## config.mk

```make
export PLATFORM = sky130hd
export DESIGN_NAME = svpwm_div
export DESIGN_NICKNAME = d
export VERILOG_FILES = /design/src/rtl/svpwm_div.sv
export SDC_FILE = /design/constraint.sdc
export NUM_CORES = 1
export LEC_CHECK = 0
export BUFFER_PORTS_ARGS = -buffer_cell sky130_fd_sc_hd__buf_2
export CORE_ASPECT_RATIO = 0.75
export CORE_UTILIZATION = 39
export DETAILED_ROUTE_END_ITERATION = 10
export PLACE_DENSITY_LB_ADDON = 0.15
export SYNTH_ARGS = -nofsm -noshare
export SYNTH_HDL_FRONTEND = slang
export SYNTH_SLANG_ARGS = --single-unit
```

## constraint.sdc

```tcl
create_clock -name i_clk -period 6.7 [get_ports i_clk]
set_input_delay 0.335 -clock i_clk [delete_from_list [all_inputs] [get_ports i_clk]]
set_output_delay 0.335 -clock i_clk [all_outputs]
set_load 0.005 [all_outputs]
```

## src/rtl/svpwm_div.sv

```systemverilog
// Pipelined restoring divider: one quotient bit per stage, QW stages.
// The caller keeps i_num below i_den shifted up by QW bits.
module svpwm_div #(
    parameter int NW = 30,
    parameter int DW = 16,
    parameter int QW = 16
) (
    input  logic          i_clk,
    input  logic          i_en,
    input  logic [NW-1:0] i_num,
    input  logic [DW-1:0] i_den,
    output logic [QW-1:0] o_quo
);

    localparam int W = NW + DW + QW;

    logic [NW-1:0] r_rem [QW];
    logic [QW-1:0] r_quo [QW];
    logic [DW-1:0] r_den [QW];

    for (genvar k = 0; k < QW; k++) begin : g_step
        logic [NW-1:0] rem_in;
        logic [QW-1:0] quo_in;
        logic [DW-1:0] den_in;
        logic [W-1:0]  sub;
        logic          fits;

        if (k == 0) begin : g_first
            assign rem_in = i_num;
            assign quo_in = '0;
            assign den_in = i_den;
        end else begin : g_next
            assign rem_in = r_rem[k-1];
            assign quo_in = r_quo[k-1];
            assign den_in = r_den[k-1];
        end

        // Trial subtraction of the divisor at this bit weight.
        // A zero divisor never fits, so its quotient stays zero.
        assign sub  = W'(den_in) << (QW - 1 - k);
        assign fits = (den_in != '0) && (W'(rem_in) >= sub);

        always_ff @(posedge i_clk) begin
            if (i_en) begin
                r_rem[k] <= fits ? NW'(W'(rem_in) - sub) : rem_in;
                r_quo[k] <= fits ? (quo_in | (QW'(1) << (QW - 1 - k))) : quo_in;
                r_den[k] <= den_in;
            end
        end
    end

    assign o_quo = r_quo[QW-1];

endmodule

```

==> impl_metrics.env <==
export IMPL_powerDensity_nw_per_um2=394
export IMPL_setup_ws_ns=2.73
export IMPL_setup_tns_ns=0
export IMPL_synth_seq_area_share_pct=57.4
export IMPL_root_buffer="clkbuf_16"
export IMPL_avgSynthCellArea_sq_um=12.1
export IMPL_grt_max_degree=163
export IMPL_cap_viol_max_count=0
export IMPL_grtUsageTotal_pct=18.4
export IMPL_rsz0062_at_grt="false"
export IMPL_syn_nets=3901
export IMPL_slew_violations=0
export IMPL_cp_start_kind="flip-flop"
export IMPL_gp_congestion=0.878
export IMPL_vias_per_cell=5.36
export IMPL_hold_viol=0
export IMPL_wl_met2_um=42300
export IMPL_clk_pin_slew_ns=0.06
export IMPL_wire_per_inst_um=19.9
export IMPL_critPathKind="reg2reg"
export IMPL_syn_to_final_growth_pct=12.3
export IMPL_drc=0
export IMPL_synth_ff_type="edfxtp_1"
export IMPL_fp_dieH_um=290
export IMPL_fp_dieW_um=387
export IMPL_synth_area_sq_um=43200
export IMPL_vias=28100
export IMPL_portBuffers=63
export IMPL_yosys_warnings=0
export IMPL_cp_max_fo=12
export IMPL_status="finished clean"
export IMPL_dp_cells=5040
export IMPL_hp_class="in2reg"
export IMPL_power_leakage_uw=0.0183
export IMPL_fin_crit_ns=3.97
export IMPL_drtIter0Drc=2433
export IMPL_instances_no_fill=5247
export IMPL_final_cell_mix="826 x edfxtp_1, 346 x inv_1, 255 x ha_1"
export IMPL_cts_sinks=826
export IMPL_cp_startpoint="r_den[0][48]$_DFFE_PP_"
export IMPL_timing_slew_headroom_pct=20.7
export IMPL_cp_required_ns=7.10
export IMPL_die_area_sq_um=112000
export IMPL_cp_data_arrival_time_ns=4.37
export IMPL_vdd_drop_max_mv=0.214
export IMPL_drt_wl_total_um=104000
export IMPL_hpwlAfterDp_um=76800
export IMPL_grt_pass1_wl_um=161000
export IMPL_timing_rr_start="r_den[0][48]$_DFFE_PP_"
export IMPL_synthArstFlopShare_pct=0
export IMPL_fmax_ghz=0.252
export IMPL_dr_max_layer_used="met4"
export IMPL_htreeDepth=3
export IMPL_grt_antenna_before_repair=4
export IMPL_syn_instance_count=3583
export IMPL_synth_seq_cells=826
export IMPL_pin_count=64
export IMPL_nets=4048
export IMPL_met1Wirelength_um=53300
export IMPL_mostFrequentLayoutCell="edfxtp_1"
export IMPL_hold_start="i_en"
export IMPL_cp_end_kind="flip-flop"
export IMPL_setup_viol_count_final=0
export IMPL_cts_buffers=86
export IMPL_post_cts_buffers=0
export IMPL_synth_edf_count=826
export IMPL_cts_tree="done"
export IMPL_stdcell_area_sq_um=48600
export IMPL_wl_met3_um=6670
export IMPL_min_period_over_period_pct=59.2
export IMPL_initial_core_util_pct=39.4
export IMPL_ys_types=88
export IMPL_dp_slack_ns=2.76
export IMPL_rows=105
export IMPL_core_sq_um=110000
export IMPL_overflow=0
export IMPL_clock_skew_ns=0.0436
export IMPL_worstMarginPinSlew_ns=1.19
export IMPL_dpl_cell_area_sq_um=45300
export IMPL_drive_gt1_share_pct=8.97
export IMPL_dr_pass1_iters=5
export IMPL_clockBufferDepth=3
export IMPL_grt_pass1_vias=26800
export IMPL_ant_nets=0
export IMPL_clkLatencyLatePin_ns=0.69
[critical path: stages, from the launching register on]
cell	delay [ns]
edfxtp_1	0.42
ha_1	0.31
or4b_1	0.47
or4_1	0.56
o311ai_1	0.32
nor4_1	0.11
a211oi_2	0.71
buf_4	0.35
nand4_1	0.16
nor4_2	0.18
xor2_1	0.10
[registers in the layout (all words and copies together), names as in the netlist]
| register | flops |
|---|---|
| r_den | 240 |
| r_rem | 450 |
| r_quo | 136 |
[worst paths after layout]
kind                             end  slack, ns  cells past startpoint
max          r_rem[0][149]$_DFFE_PP_       2.73                     10
min           r_rem[1][29]$_DFFE_PP_       0.18                      1
max reg2reg  r_rem[0][149]$_DFFE_PP_       2.73                     10
min reg2reg  r_quo[0][125]$_DFFE_PP_       0.41                      0
[cell families after synthesis]
group           after synthesis  synth area share (%)
fa+ha+maj                   270                  8.07
compound gates              784                  11.6
flops                       826                  57.4
mux                         108                  2.78
xor+xnor                    257                  5.21
simple gates                926                  11.4
buf+inv                     412                  3.63
[area by class of cell]
type	count	area [sq um]
sequential	826	24800
fill	10000	61100
inverter	347	1300
timing repair buffer	124	961
multi-input combinational	2345	16900
clock buffer	110	2260
clock inverter	48	502
tap	1444	1810
antenna	3	7.51
[report_power, final]
group	leakage, uW	switching [uW]	internal [uW]	total (uW)
Combinational	0.00898	3570	2800	6370
Sequential	0.00797	882	7170	8050
Clock	0.00133	2030	2680	4710
Total	0.0183	6480	12600	19100
[metrics by stage]
step | power, uW | util (%) | hold WS (ns)
2_1_floorplan | 12500 | - | 0.400
3_3_place_gp | 14400 | 41.3 | 0.401
3_5_place_dp | 14400 | 41.3 | 0.405
4_1_cts | 19300 | 44.3 | 0.158
5_1_grt | 20300 | 44.3 | 0.198
6_report | 19100 | 44.3 | 0.179
[what timing repair did]
action                    CTS  global route
hold buffers               46             0
hold endpoints to repair   46             0
resized for setup           0             0
[Yosys cell counts (all sizes together), types with 10 or more instances]
cell type	count	area, sq um
a2111oi	11	97.6
a211oi	42	320
a21boi	18	135
a21o	78	586
a21oi	189	950
a31o	11	96.3
a31oi	28	175
and2	14	87.6
and3	18	113
and4	12	105
buf	14	72.6
clkbuf	51	193
edfxtp	826	24800
fa	15	300
ha	255	3190
inv	346	1300
mux2	98	1100
mux2i	10	100
nand2	235	882
nand2b	39	244
nand3	58	290
nand4	40	250
nor2	142	533
nor2b	39	244
nor3	80	400
nor3b	16	125
nor4	110	694
nor4b	18	158
o211ai	20	150
o21a	40	300
o21ai	215	1080
o21bai	25	188
o31ai	28	210
or2	21	131
or3	31	194
or4	14	105
xnor2	141	1230
xor2	116	1020
[per-layer routing]
metal,up-vias,GRT usage [%]
met4,0,4.30
met5,-,0
met3,137,3.99
met2,673,25.8
li1,13800,-
met1,13500,28.5
Power figures use the tool's default switching activity.
